===== src/rtl/aesd_pkg.sv =====
// package: shared types, constants and GF/S-box functions for the AES-128 decryptor
package aesd_pkg;

   localparam int unsigned KeyWordW = 64;
   localparam int unsigned StoreDepth = 22;
   localparam int unsigned StoreAddrW = 5;
   localparam int unsigned NumRounds = 10;
   localparam int unsigned RoundW = 4;
   localparam int unsigned CsrIdxW = 1;

   localparam logic [CsrIdxW-1:0] CSR_KEY_HIGH = 1'b0;
   localparam logic [CsrIdxW-1:0] CSR_KEY_LOW  = 1'b1;

   localparam logic [7:0] RCON_FIRST = 8'h01;
   localparam logic [7:0] GF_POLY    = 8'h1b;

   typedef struct packed {
      logic [63:0] ct_high;
      logic [63:0] ct_low;
   } req_type;

   typedef struct packed {
      logic [63:0] pt_high;
      logic [63:0] pt_low;
   } rsp_type;

   typedef enum logic [2:0] {
      ST_IDLE,
      ST_EXPAND,
      ST_FIRST,
      ST_ROUND,
      ST_DONE
   } state_type;

   typedef struct packed {
      logic load_block;
      logic exp_start;
      logic exp_step;
      logic first_add;
      logic round_step;
      logic last_round;
      logic rsp_load;
   } cmd_type;

   typedef struct packed {
      logic exp_last;
      logic round_last;
   } sts_type;

   function automatic logic [7:0] xtime(input logic [7:0] v);
      xtime = {v[6:0], 1'b0} ^ (v[7] ? GF_POLY : 8'h00);
   endfunction

   function automatic logic [7:0] inv_sbox(input logic [7:0] x);
      logic [7:0] t [256];
      t = '{
         8'h52,8'h09,8'h6a,8'hd5,8'h30,8'h36,8'ha5,8'h38,8'hbf,8'h40,8'ha3,8'h9e,8'h81,8'hf3,8'hd7,8'hfb,
         8'h7c,8'he3,8'h39,8'h82,8'h9b,8'h2f,8'hff,8'h87,8'h34,8'h8e,8'h43,8'h44,8'hc4,8'hde,8'he9,8'hcb,
         8'h54,8'h7b,8'h94,8'h32,8'ha6,8'hc2,8'h23,8'h3d,8'hee,8'h4c,8'h95,8'h0b,8'h42,8'hfa,8'hc3,8'h4e,
         8'h08,8'h2e,8'ha1,8'h66,8'h28,8'hd9,8'h24,8'hb2,8'h76,8'h5b,8'ha2,8'h49,8'h6d,8'h8b,8'hd1,8'h25,
         8'h72,8'hf8,8'hf6,8'h64,8'h86,8'h68,8'h98,8'h16,8'hd4,8'ha4,8'h5c,8'hcc,8'h5d,8'h65,8'hb6,8'h92,
         8'h6c,8'h70,8'h48,8'h50,8'hfd,8'hed,8'hb9,8'hda,8'h5e,8'h15,8'h46,8'h57,8'ha7,8'h8d,8'h9d,8'h84,
         8'h90,8'hd8,8'hab,8'h00,8'h8c,8'hbc,8'hd3,8'h0a,8'hf7,8'he4,8'h58,8'h05,8'hb8,8'hb3,8'h45,8'h06,
         8'hd0,8'h2c,8'h1e,8'h8f,8'hca,8'h3f,8'h0f,8'h02,8'hc1,8'haf,8'hbd,8'h03,8'h01,8'h13,8'h8a,8'h6b,
         8'h3a,8'h91,8'h11,8'h41,8'h4f,8'h67,8'hdc,8'hea,8'h97,8'hf2,8'hcf,8'hce,8'hf0,8'hb4,8'he6,8'h73,
         8'h96,8'hac,8'h74,8'h22,8'he7,8'had,8'h35,8'h85,8'he2,8'hf9,8'h37,8'he8,8'h1c,8'h75,8'hdf,8'h6e,
         8'h47,8'hf1,8'h1a,8'h71,8'h1d,8'h29,8'hc5,8'h89,8'h6f,8'hb7,8'h62,8'h0e,8'haa,8'h18,8'hbe,8'h1b,
         8'hfc,8'h56,8'h3e,8'h4b,8'hc6,8'hd2,8'h79,8'h20,8'h9a,8'hdb,8'hc0,8'hfe,8'h78,8'hcd,8'h5a,8'hf4,
         8'h1f,8'hdd,8'ha8,8'h33,8'h88,8'h07,8'hc7,8'h31,8'hb1,8'h12,8'h10,8'h59,8'h27,8'h80,8'hec,8'h5f,
         8'h60,8'h51,8'h7f,8'ha9,8'h19,8'hb5,8'h4a,8'h0d,8'h2d,8'he5,8'h7a,8'h9f,8'h93,8'hc9,8'h9c,8'hef,
         8'ha0,8'he0,8'h3b,8'h4d,8'hae,8'h2a,8'hf5,8'hb0,8'hc8,8'heb,8'hbb,8'h3c,8'h83,8'h53,8'h99,8'h61,
         8'h17,8'h2b,8'h04,8'h7e,8'hba,8'h77,8'hd6,8'h26,8'he1,8'h69,8'h14,8'h63,8'h55,8'h21,8'h0c,8'h7d};
      inv_sbox = t[x];
   endfunction

   function automatic logic [7:0] fwd_sbox(input logic [7:0] x);
      logic [7:0] t [256];
      t = '{
         8'h63,8'h7c,8'h77,8'h7b,8'hf2,8'h6b,8'h6f,8'hc5,8'h30,8'h01,8'h67,8'h2b,8'hfe,8'hd7,8'hab,8'h76,
         8'hca,8'h82,8'hc9,8'h7d,8'hfa,8'h59,8'h47,8'hf0,8'had,8'hd4,8'ha2,8'haf,8'h9c,8'ha4,8'h72,8'hc0,
         8'hb7,8'hfd,8'h93,8'h26,8'h36,8'h3f,8'hf7,8'hcc,8'h34,8'ha5,8'he5,8'hf1,8'h71,8'hd8,8'h31,8'h15,
         8'h04,8'hc7,8'h23,8'hc3,8'h18,8'h96,8'h05,8'h9a,8'h07,8'h12,8'h80,8'he2,8'heb,8'h27,8'hb2,8'h75,
         8'h09,8'h83,8'h2c,8'h1a,8'h1b,8'h6e,8'h5a,8'ha0,8'h52,8'h3b,8'hd6,8'hb3,8'h29,8'he3,8'h2f,8'h84,
         8'h53,8'hd1,8'h00,8'hed,8'h20,8'hfc,8'hb1,8'h5b,8'h6a,8'hcb,8'hbe,8'h39,8'h4a,8'h4c,8'h58,8'hcf,
         8'hd0,8'hef,8'haa,8'hfb,8'h43,8'h4d,8'h33,8'h85,8'h45,8'hf9,8'h02,8'h7f,8'h50,8'h3c,8'h9f,8'ha8,
         8'h51,8'ha3,8'h40,8'h8f,8'h92,8'h9d,8'h38,8'hf5,8'hbc,8'hb6,8'hda,8'h21,8'h10,8'hff,8'hf3,8'hd2,
         8'hcd,8'h0c,8'h13,8'hec,8'h5f,8'h97,8'h44,8'h17,8'hc4,8'ha7,8'h7e,8'h3d,8'h64,8'h5d,8'h19,8'h73,
         8'h60,8'h81,8'h4f,8'hdc,8'h22,8'h2a,8'h90,8'h88,8'h46,8'hee,8'hb8,8'h14,8'hde,8'h5e,8'h0b,8'hdb,
         8'he0,8'h32,8'h3a,8'h0a,8'h49,8'h06,8'h24,8'h5c,8'hc2,8'hd3,8'hac,8'h62,8'h91,8'h95,8'he4,8'h79,
         8'he7,8'hc8,8'h37,8'h6d,8'h8d,8'hd5,8'h4e,8'ha9,8'h6c,8'h56,8'hf4,8'hea,8'h65,8'h7a,8'hae,8'h08,
         8'hba,8'h78,8'h25,8'h2e,8'h1c,8'ha6,8'hb4,8'hc6,8'he8,8'hdd,8'h74,8'h1f,8'h4b,8'hbd,8'h8b,8'h8a,
         8'h70,8'h3e,8'hb5,8'h66,8'h48,8'h03,8'hf6,8'h0e,8'h61,8'h35,8'h57,8'hb9,8'h86,8'hc1,8'h1d,8'h9e,
         8'he1,8'hf8,8'h98,8'h11,8'h69,8'hd9,8'h8e,8'h94,8'h9b,8'h1e,8'h87,8'he9,8'hce,8'h55,8'h28,8'hdf,
         8'h8c,8'ha1,8'h89,8'h0d,8'hbf,8'he6,8'h42,8'h68,8'h41,8'h99,8'h2d,8'h0f,8'hb0,8'h54,8'hbb,8'h16};
      fwd_sbox = t[x];
   endfunction

   // inverse mix of one column, bytes a0..a3 msb first
   function automatic logic [31:0] inv_mix_col(input logic [31:0] col);
      logic [7:0] a [4];
      logic [7:0] x2 [4];
      logic [7:0] x4 [4];
      logic [7:0] x8 [4];
      logic [7:0] m9 [4];
      logic [7:0] mb [4];
      logic [7:0] md [4];
      logic [7:0] me [4];
      for (int i = 0; i < 4; i++) begin
         a[i]  = col[31-8*i -: 8];
         x2[i] = xtime(a[i]);
         x4[i] = xtime(x2[i]);
         x8[i] = xtime(x4[i]);
         m9[i] = x8[i] ^ a[i];
         mb[i] = x8[i] ^ x2[i] ^ a[i];
         md[i] = x8[i] ^ x4[i] ^ a[i];
         me[i] = x8[i] ^ x4[i] ^ x2[i];
      end
      inv_mix_col = {me[0] ^ mb[1] ^ md[2] ^ m9[3],
                     m9[0] ^ me[1] ^ mb[2] ^ md[3],
                     md[0] ^ m9[1] ^ me[2] ^ mb[3],
                     mb[0] ^ md[1] ^ m9[2] ^ me[3]};
   endfunction

endpackage


===== src/rtl/aesd_ctrl.sv =====
// controller: sequences key expansion and decryption rounds
module aesd_ctrl (
   input  logic                clock,
   input  logic                reset,
   input  logic                req_valid,
   output logic                req_stall,
   output logic                rsp_valid,
   input  logic                rsp_stall,
   input  logic                csr_write,
   output aesd_pkg::cmd_type   cmd,
   input  aesd_pkg::sts_type   sts
);

   aesd_pkg::state_type state_ff, state_in;
   logic ready_ff, ready_in;
   logic rsp_valid_ff, rsp_valid_in;

   always_ff @(posedge clock) begin
      if (reset) begin
         state_ff     <= aesd_pkg::ST_IDLE;
         ready_ff     <= 1'b0;
         rsp_valid_ff <= 1'b0;
      end else begin
         state_ff     <= state_in;
         ready_ff     <= ready_in;
         rsp_valid_ff <= rsp_valid_in;
      end
   end

   // next state
   always_comb begin
      state_in = state_ff;
      unique case (state_ff)
         aesd_pkg::ST_IDLE: begin
            if (req_valid) state_in = ready_ff ? aesd_pkg::ST_FIRST : aesd_pkg::ST_EXPAND;
         end
         aesd_pkg::ST_EXPAND: begin
            if (sts.exp_last) state_in = aesd_pkg::ST_FIRST;
         end
         aesd_pkg::ST_FIRST: state_in = aesd_pkg::ST_ROUND;
         aesd_pkg::ST_ROUND: begin
            if (sts.round_last) state_in = aesd_pkg::ST_DONE;
         end
         aesd_pkg::ST_DONE: begin
            if (!rsp_valid_ff || !rsp_stall) state_in = aesd_pkg::ST_IDLE;
         end
         default: state_in = aesd_pkg::ST_IDLE;
      endcase
   end

   // outputs
   always_comb begin
      cmd          = '0;
      req_stall    = 1'b1;
      ready_in     = ready_ff;
      rsp_valid_in = rsp_valid_ff && rsp_stall;
      unique case (state_ff)
         aesd_pkg::ST_IDLE: begin
            req_stall      = 1'b0;
            cmd.load_block = req_valid;
            cmd.exp_start  = req_valid && !ready_ff;
         end
         aesd_pkg::ST_EXPAND: begin
            cmd.exp_step = 1'b1;
            if (sts.exp_last) ready_in = 1'b1;
         end
         aesd_pkg::ST_FIRST: cmd.first_add = 1'b1;
         aesd_pkg::ST_ROUND: begin
            cmd.round_step = 1'b1;
            cmd.last_round = sts.round_last;
         end
         aesd_pkg::ST_DONE: begin
            if (!rsp_valid_ff || !rsp_stall) begin
               cmd.rsp_load = 1'b1;
               rsp_valid_in = 1'b1;
            end
         end
         default: ;
      endcase
      if (csr_write) ready_in = 1'b0;
   end

   assign rsp_valid = rsp_valid_ff;

   a_load_only_idle: assert property (@(posedge clock) disable iff (reset)
      cmd.load_block |-> state_ff == aesd_pkg::ST_IDLE) else $error("load outside idle");
   a_rsp_after_done: assert property (@(posedge clock) disable iff (reset)
      $rose(rsp_valid_ff) |-> $past(state_ff) == aesd_pkg::ST_DONE) else $error("stray response");
   a_expand_sets_ready: assert property (@(posedge clock) disable iff (reset)
      (state_ff == aesd_pkg::ST_EXPAND && sts.exp_last && !csr_write) |=> ready_ff)
      else $error("schedule not marked ready");

endmodule


===== config.mk =====
export PLATFORM = sky130hd
export DESIGN_NAME = aesd_ctrl
export DESIGN_NICKNAME = d
export VERILOG_FILES = /design/src/rtl/aesd_pkg.sv /design/src/rtl/aesd_ctrl.sv
export SDC_FILE = /design/constraint.sdc
export NUM_CORES = 1
export LEC_CHECK = 0
export ABC_CLOCK_PERIOD_IN_PS = 4200
export BUFFER_PORTS_ARGS = -buffer_cell sky130_fd_sc_hd__clkbuf_2
export CAP_MARGIN = 25
export CORE_AREA = 2 2 39 41
export CTS_BUF_LIST = sky130_fd_sc_hd__clkbuf_8 sky130_fd_sc_hd__clkbuf_16
export CTS_CLUSTER_DIAMETER = 40
export DETAILED_ROUTE_END_ITERATION = 8
export DIE_AREA = 0 0 41 43
export HOLD_SLACK_MARGIN = 0.15
export PLACE_DENSITY_LB_ADDON = 0.08
export SLEW_MARGIN = 10
export SYNTH_ARGS = -nofsm -noshare
export SYNTH_HDL_FRONTEND = slang
export SYNTH_SLANG_ARGS = --single-unit
export TNS_END_PERCENT = 20

===== constraint.sdc =====
create_clock -name clock -period 4.2 [get_ports clock]
set_input_delay 1.26 -clock clock [delete_from_list [all_inputs] [get_ports clock]]
set_output_delay 1.26 -clock clock [all_outputs]
set_load 0.005 [all_outputs]

Word level (Yosys, flattened, before mapping)
Index checks and enable logic that the tools add are counted.
Widths: inputs -> output; s select.

word-level totals
  bits in registers = 5
  bits of input ports = 7

cells by class
  equality and inequality tests = 8
  multiplexer cells = 15
  reduce and logical (&&, ||, !) cells = 10

operator list
  kind                number
  $pmux 3 s5          1
  $mux 3              4
  $ne 2x2->1 const B  4
  $mux 1              7
  $eq 3x2->1 const B  2
  $mux 2              3
  $reduce_and 4->1    1
  $eq 3x1->1 const B  1
  $eq 3x3->1 const B  1
  $logic_not 1->1     3
  $logic_not 3->1     1
  $logic_and 1x1->1   2
  $reduce_and 2->1    1
  $reduce_or 2->1     1
  $logic_or 1x1->1    1

Longest topological paths before layout
Gate-level depths: netlist of run 1.

  word-level depth = 4
  depth in mapped cells = 5

Least setup slack after synthesis of run 1
Ideal clock, no wire load.

  path kind = input -> output
  start point = in req_valid
  end point = out cmd[5] (netlist bit)
  arrival = 1.484 ns
  data required time = 2.940 ns
  slack = 1.456 ns
  cell stages on the path = 2
  cell sequence = inv_1 > nor3_1

RTL lines
  element          line             RTL
  start, declared  aesd_ctrl.sv:5   input logic req_valid,
  end, declared    aesd_ctrl.sv:10  output aesd_pkg::cmd_type cmd,

==> results of run 1 <==
## per-stage QoR
step	hold slack [ps]	worst slack [ps]	cell area, sq um	instances
3_3_place_gp	501	1270	395	68
3_5_place_dp	481	1250	395	68
4_1_cts	486	1250	440	72
6_report	488	1250	440	72
2_1_floorplan	474	1460	328	40
5_1_grt	514	1220	440	72
## registers in the layout, indices dropped and copies added, names as in the netlist
register / flops
ready_ff: 1
rsp_valid: 1
state_ff: 3
## cells in the final DEF, fill, tap and decap left out, types with 2 or more instances in the layout
cell type,Yosys,layout
sky130_fd_sc_hd__clkbuf_8,0,3
sky130_fd_sc_hd__clkbuf_2,0,15
sky130_fd_sc_hd__nor2_1,5,5
sky130_fd_sc_hd__a21oi_2,2,2
sky130_fd_sc_hd__a2111oi_0,2,2
sky130_fd_sc_hd__nor3_1,5,5
sky130_fd_sc_hd__dfxtp_1,5,5
sky130_fd_sc_hd__inv_2,2,2
sky130_fd_sc_hd__inv_1,1,2
sky130_fd_sc_hd__a21oi_1,4,4
## cell families after synthesis
kind of cell | after synthesis
AO/OA/AOI/OAI | 9
buffers and inverters | 6
multiplexers | 1
AND/OR/NAND/NOR | 19
flip-flops | 5
## worst max-delay path: cells and delay by family
family | cells | cell delay, ps
buf+inv | 3 | 270
simple gates | 1 | 160
## where the power goes
part           leakage [nW]  switching, mW  internal, mW
Combinational         0.136         0.0484        0.0596
Sequential           0.0408         0.0242        0.0579
Clock                0.0269         0.0212        0.0624
## layer usage
layer  track usage  vias to the layer above
met2         0.131                       11
met4        0.0800                        0
met5             0                        -
li1              -                      176
met3        0.0314                        2
met1         0.151                      143
## layout make-up
class | count | share of cell area
clock buffers | 3 | 0.0938
repair buffers | 15 | 0.170
flip-flops and latches | 5 | 0.227
well taps | 16 | 0.0455
inverters | 3 | 0.0256
multi-input cells | 29 | 0.429
clock inverters | 1 | 0.00852
## worst paths after layout
| check | startpoint | endpoint | slack [ps] | cells past startpoint |
|---|---|---|---|---|
| setup / recovery | req_valid | cmd[5] | 1250 | 4 |
| hold / removal | rsp_valid$_SDFF_PP0_ | rsp_valid$_SDFF_PP0_ | 490 | 2 |
| setup reg to reg | state_ff[0]$_SDFFE_PP0P_ | state_ff[0]$_SDFFE_PP0P_ | 2620 | 4 |
| hold reg to reg | rsp_valid$_SDFF_PP0_ | rsp_valid$_SDFF_PP0_ | 490 | 2 |
==> summary.md, run 1 <==
Counting instances in the post-synthesis netlist gives the leading cell types as 5 x sky130_fd_sc_hd__dfxtp_1, 5 x sky130_fd_sc_hd__nor2_1, 5 x sky130_fd_sc_hd__nor3_1. The top layer used by detailed routing was met4. Count of cell types in the netlist: 21. The run gives 0 as the number of antenna violations at the first check in global routing. TritonCTS built the clock tree.

The smallest clock period supported by the final layout is computed as 2950 ps. Synthesis produced a netlist whose cell count is 40. The flow ran to the end, and the final reports show no timing, DRC or antenna violations. The run gives 220 ps as the clock latency of the later-clocked register in the worst-skew pair. Walking the worst path, the cells encountered are clkbuf_2 > inv_1 > nor3_1 > clkbuf_2.

After routing, the total negative slack on setup checks comes to 0 ps. The tools report the H-tree depth reported by CTS as 1. A synthesized cell averages 8.20 sq um.

Based on the critical path, the design can be clocked at up to 0.339 GHz. The area share of and/or/nand/nor cells after synthesis is 0.336, and the number of flops mapped to enable cells by yosys is 0. The number of gates resized after CTS was 0. The number of buffers created by CTS was 3. The number of antenna diodes in the final layout is 0. The fraction of layout cells with a size suffix above 1 is 0.429. The start-to-end type of the worst setup path is in -> out. The total length of routed met2 wires is 341 um.

Post-synthesis async set-or-reset flop share: 0. For the number of slew-limit violations in the final report, the log shows 0. The most used flip-flop cell after synthesis is sky130_fd_sc_hd__dfxtp_1. Initial standard-cell utilization of the core: 0.237. The logs give 1760 sq um for the area of the die and 1 for the violation count after the first detailed-route iteration.

Clock tree root buffer cell: sky130_fd_sc_hd__clkbuf_8. Post-CTS clock slew at the launch and capture registers of the worst setup and hold paths: 30 ps. Once the clock tree was built, the setup fixing pass inserted 0 buffers. After detailed routing, the met3 layer carries 61 um of wire.

For this run, the slowest stage of the critical path takes 160 ps. Detailed placement finished with a half-perimeter wire length of 601 um. The fraction of synthesized area in multiplexers was 0.0458.

The slowest cell on the critical path is sky130_fd_sc_hd__nor3_1. The routed layout has 332 vias. For the hold violation count in the final report, the log shows 0. In this run the tool buffered the top-level ports with 15 buffer cells. In this design, the critical path's most frequently occurring cell is sky130_fd_sc_hd__clkbuf_2. The run gives 2 as the number of buffers between clock root and the deepest sink. Setup repair after global routing left no endpoint under its margin. Power density relative to cell area: 622 nW/um^2. The share of Yosys cell area claimed by the top area cell type is 0.305, and the aggregate global routing overflow is 0. The tools report the post-route met1 wirelength as 364 um. Dividing the detail-routed via count by the number of cells gives 4.61. In this run the worst hold path is classified as reg -> reg. The final wirelength was 774 um; the floorplan row count was 14.

From bottom edge to top edge, the die measures 43 um. For this design the static power due to leakage is 0.204 nW. The logs give 0.777 ps for the setup clock skew after layout and 160 for the layout filler cell count. Endpoint class of the critical path: an output pin. CTS saw 5 sinks.

The number of maximum-capacitance violations is 0, and the total of warnings raised by yosys is 0. The tools report the wire length of the first global-routing pass as 1.25 mm. Area of the core region: 1380 sq um. Entering global routing, the biggest net connects 12 pins. For the worst voltage drop across the vdd grid, the log shows 0.176 mV. After detailed routing, the average wire length per cell comes to 10.8 um. At the worst endpoint, the arrival time is 1690 ps. The post-synthesis instance area is 328 sq um, and the period utilization is 0.702. The leading area contributor after synthesis is sky130_fd_sc_hd__dfxtp_1. The compound-gate portion of the synthesized area came out at 0.195.

The run gives 0.274 mW as the power after layout. The number of global-route vias before repair is 286, and the register area share after synthesis is 0.305. The number of nets handed over by synthesis was 47. In this run, post-CTS hold repair placed 0 buffers. The sequential standard cell area was 100 sq um.

The transition time of the tightest slew-check pin is 395 ps. The post-layout utilization of the core is 0.318. Setup violations remaining at the end of the flow were counted as 0. For the required time at the endpoint of the critical path, the log shows 2940 ps.

At the end of the flow, the number of nets in the layout was 64. The dominant combinational cell family by area after synthesis was simple AND/OR/NAND/NOR gates. STA classifies the critical path startpoint as an input port. The area overhead of the layout relative to synthesis came out at 34.4%. For this run, design rule violations remaining after detail routing come to 0. The final weighted congestion in routability-driven placement was 0.707; the residual antenna-violating net count after detailed routing was 0.

The overall routing resource usage is 0.107. The number of primary I/O pins came out at 16. The xor/xnor share of the synthesized area is 0. In this run the worst path has a maximum fanout of 2. The first detailed-routing pass took 2 iterations.

The post-synthesis share of cell area spent on full adders, half adders and majority gates works out to 0. By area the synthesized netlist is led by sky130_fd_sc_hd__dfxtp_1 31%, sky130_fd_sc_hd__nor3_1 7.6%, sky130_fd_sc_hd__buf_6 6.9%, sky130_fd_sc_hd__a21oi_1 6.1%, sky130_fd_sc_hd__nor2_1 5.7%. The number of storage elements in the synthesis netlist is 5, and the die boundary width is 41 um. Worst relative slew slack: 0.730.

The area of the multi-input gates is 189 sq um.
No activity file was read; power rests on OpenSTA's default activity.
==> inputs of run 2 (changes only) <==
- ABC_CLOCK_PERIOD_IN_PS: 4200 -> 2950
- clock period: 4.2 -> 2.95 ns (I/O delays scaled with it)
==> summary.md, run 2 (synthesis gave the netlist of run 1 again) <==
For the required time at the endpoint of the critical path, the log shows 2070 ps (was 2940 ps). The post-CTS clock slew at the launch and capture registers of the worst setup and hold paths came out at 30 ps (about the same). The slowest cell on the critical path is sky130_fd_sc_hd__or3_1 (was sky130_fd_sc_hd__nor3_1).

The violation count after the first detailed-route iteration was 5 (was 1); the number of maximum-capacitance violations was 0 (unchanged). The setup slack on the worst flop-to-flop path was 1350 ps (was 2620 ps). The end point of the most critical hold path was rsp_valid$_SDFF_PP0_ (unchanged). The run gives 0 (unchanged) as the residual antenna-violating net count after detailed routing. Count of buffering cells on the critical path with inverters included: 1 (was 3). The logic depth of the worst path, buffers included is 3 (was 4).

The area overhead of the layout relative to synthesis came out at 34.4% (unchanged). The overall routing resource usage was 0.107 (unchanged); the number of primary I/O pins was 16 (unchanged). The period utilization came out at 0.751. For the setup clock skew after layout, the log shows 0.807 ps (was 0.777 ps).

Clock tree root buffer cell: sky130_fd_sc_hd__clkbuf_8 (unchanged). The most flop-heavy register is state_ff (unchanged). The leakage power is 0.204 nW (unchanged). The startpoint of the worst register-to-register path was state_ff[0]$_SDFFE_PP0P_ (unchanged).

Worst hold path stage count: 2 (unchanged). The pin count of the biggest net entering global routing came out at 12 (unchanged). Class of the worst hold path: reg -> reg (unchanged).

Hold violation count in the final report: 0 (unchanged). The number of cells on the worst reg-to-reg path works out to 4 (unchanged). The logs give 286 (unchanged) for the number of global-route vias before repair and 0.318 (unchanged) for the post-layout utilization of the core. The initial standard-cell utilization of the core was 0.237 (unchanged); the final wirelength was 769 um (was 774 um). The tools report the kind of launch point of the worst setup path as a register (was an input port). The number of buffers created by CTS was 3 (unchanged); the worst relative slew slack was 0.730 (about the same). The floorplan row count was 14 (unchanged). Cell type group with the largest total delay on the critical path: simple AND/OR/NAND/NOR gates (was buffers and inverters). The number of port buffers is 15 (unchanged). The hold-fix buffer count after cts is 0 (unchanged). The tools report the aggregate global routing overflow as 0 (unchanged). The data arrival at the endpoint of the critical path was 1330 ps (was 1690 ps); the maximum fanout count along the critical path was 11 (was 2).

The fraction of layout cells with a size suffix above 1 was 0.429 (unchanged). Total DRC errors in the routed layout: 0 (unchanged). For the count of antenna diodes in the layout, the log shows 0 (unchanged). For the number of clock sinks, the log shows 5 (unchanged). The clock latency of the later-clocked register in the worst-skew pair is 220 ps (about the same). Based on the critical path, the design can be clocked at up to 0.451 GHz. The ratio of routed vias to standard cells came out at 4.69 (was 4.61).

The logs give 0.275 mV (was 0.176 mV) for the worst voltage drop across the vdd grid and 2 (unchanged) for the number of buffers between clock root and the deepest sink. Net count of the finished layout: 64 (unchanged). Worst min-delay path startpoint: rsp_valid$_SDFF_PP0_ (unchanged). The wire length of the first global-routing pass is 1.25 mm (unchanged).

The most common library cell in the layout ignoring fill and taps is sky130_fd_sc_hd__clkbuf_2 (unchanged). For the length of the first detailed-routing pass in iterations, the log shows 3 (was 2). TritonCTS built the clock tree. The height of the chip is 43 um (unchanged). Final critical path time including I/O delays and setup: 2220 ps. The logs give 486 ps (was 488 ps) for the worst hold slack across all endpoints and 1760 sq um (unchanged) for the area of the die.

Endpoint class of the critical path: an output pin (unchanged). The start-to-end type of the worst setup path is reg -> out (was in -> out). The total setup violations reported at the end of the flow was 0 (unchanged); the via count was 338 (was 332). Setup repair after global routing left no endpoint under its margin. The half-perimeter wire length after placement came out at 584 um (was 601 um). Power density relative to cell area: 887 nW/um^2 (was 622 nW/um^2). Commonest cells after routing, fill and taps aside: 15 x sky130_fd_sc_hd__clkbuf_2, 5 x sky130_fd_sc_hd__nor3_1, 5 x sky130_fd_sc_hd__nor2_1, 5 x sky130_fd_sc_hd__dfxtp_1, 4 x sky130_fd_sc_hd__a21oi_1 (unchanged). The number of slew-limit violations in the final report came out at 0 (unchanged). The worst flop-to-flop path endpoint is state_ff[0]$_SDFFE_PP0P_ (unchanged). The worst path setup slack after routing was 734 ps (was 1250 ps); the worst setup slack after placement was 757 ps (was 1250 ps). The die boundary width is 41 um (unchanged), and the number of antenna violations at the first check in global routing is 0 (unchanged). The post-cts resize count came out at 0 (unchanged). Highest cell delay on the worst timing path: 430 ps (was 160 ps).

The transition time of the tightest slew-check pin came out at 394 ps (was 395 ps). The average routed wire per standard cell came out at 10.7 um (was 10.8 um). Setup TNS: 0 ps (unchanged). The flow ran to the end, and the final reports show no timing, DRC or antenna violations.

Flip-flop count of the largest register, all copies and words added: 3 (unchanged). The final weighted congestion in routability-driven placement was 0.708 (was 0.707). The logs give 0 (unchanged) for the post-CTS setup repair buffer count and 1380 sq um (unchanged) for the area of the core region.

Series of cell instances along the critical path: or3_1 > nor3_1 > clkbuf_2 (was clkbuf_2 > inv_1 > nor3_1 > clkbuf_2). The H-tree depth reported by CTS was 1 (unchanged).
run 2: cell counts in the layout (fill, tap and decap cells not counted):
No cell type changed its count.
run 2: how the worst max path moves through the flow:
stage | from | slack (ps) | endpoint
5_1_grt | state_ff[2]$_SDFFE_PP0P_ | 680 | cmd[5]
6_report | state_ff[2]$_SDFFE_PP0P_ | 730 | cmd[5]
3_5_place_dp | req_valid | 760 | cmd[5]
4_1_cts | state_ff[1]$_SDFFE_PP0P_ | 720 | cmd[5]
2_1_floorplan | req_valid | 960 | cmd[5]
3_3_place_gp | req_valid | 770 | cmd[5]
run 2: metrics by stage:
stage               cells  cell area [sq um]  power, mW
detailed placement     68                395      0.273
finish                 72                440      0.390
global route           72                440      0.422
global placement       68                395      0.278
floorplan              40                328      0.239
CTS                    72                440      0.398
run 2: tightest hold or removal path, stage by stage, from the launching register on:
cell	delay (ps)
sky130_fd_sc_hd__dfxtp_1	320
sky130_fd_sc_hd__nand2_1	70
sky130_fd_sc_hd__a21oi_1	50
run 2: metal layers:
layer,track usage,wire length [um]
met5,0,0
met3,0.0314,55
met1,0.158,379
met4,0.0800,6
met2,0.125,327
run 2: layout make-up:
cell class                      count  area, sq um
Clock buffer                        3         41.3
Clock inverter                      1         3.75
Fill cell                         162          943
Inverter                            3         11.3
Multi-Input combinational cell     29          189
Sequential cell                     5          100
Tap cell                           16         20.0
Timing Repair Buffer               15         75.1
run 2: where the power goes:
part	switching, mW	total (mW)	internal [mW]
logic	0.0686	0.154	0.0849
registers	0.0352	0.118	0.0825
clock network	0.0304	0.119	0.0889
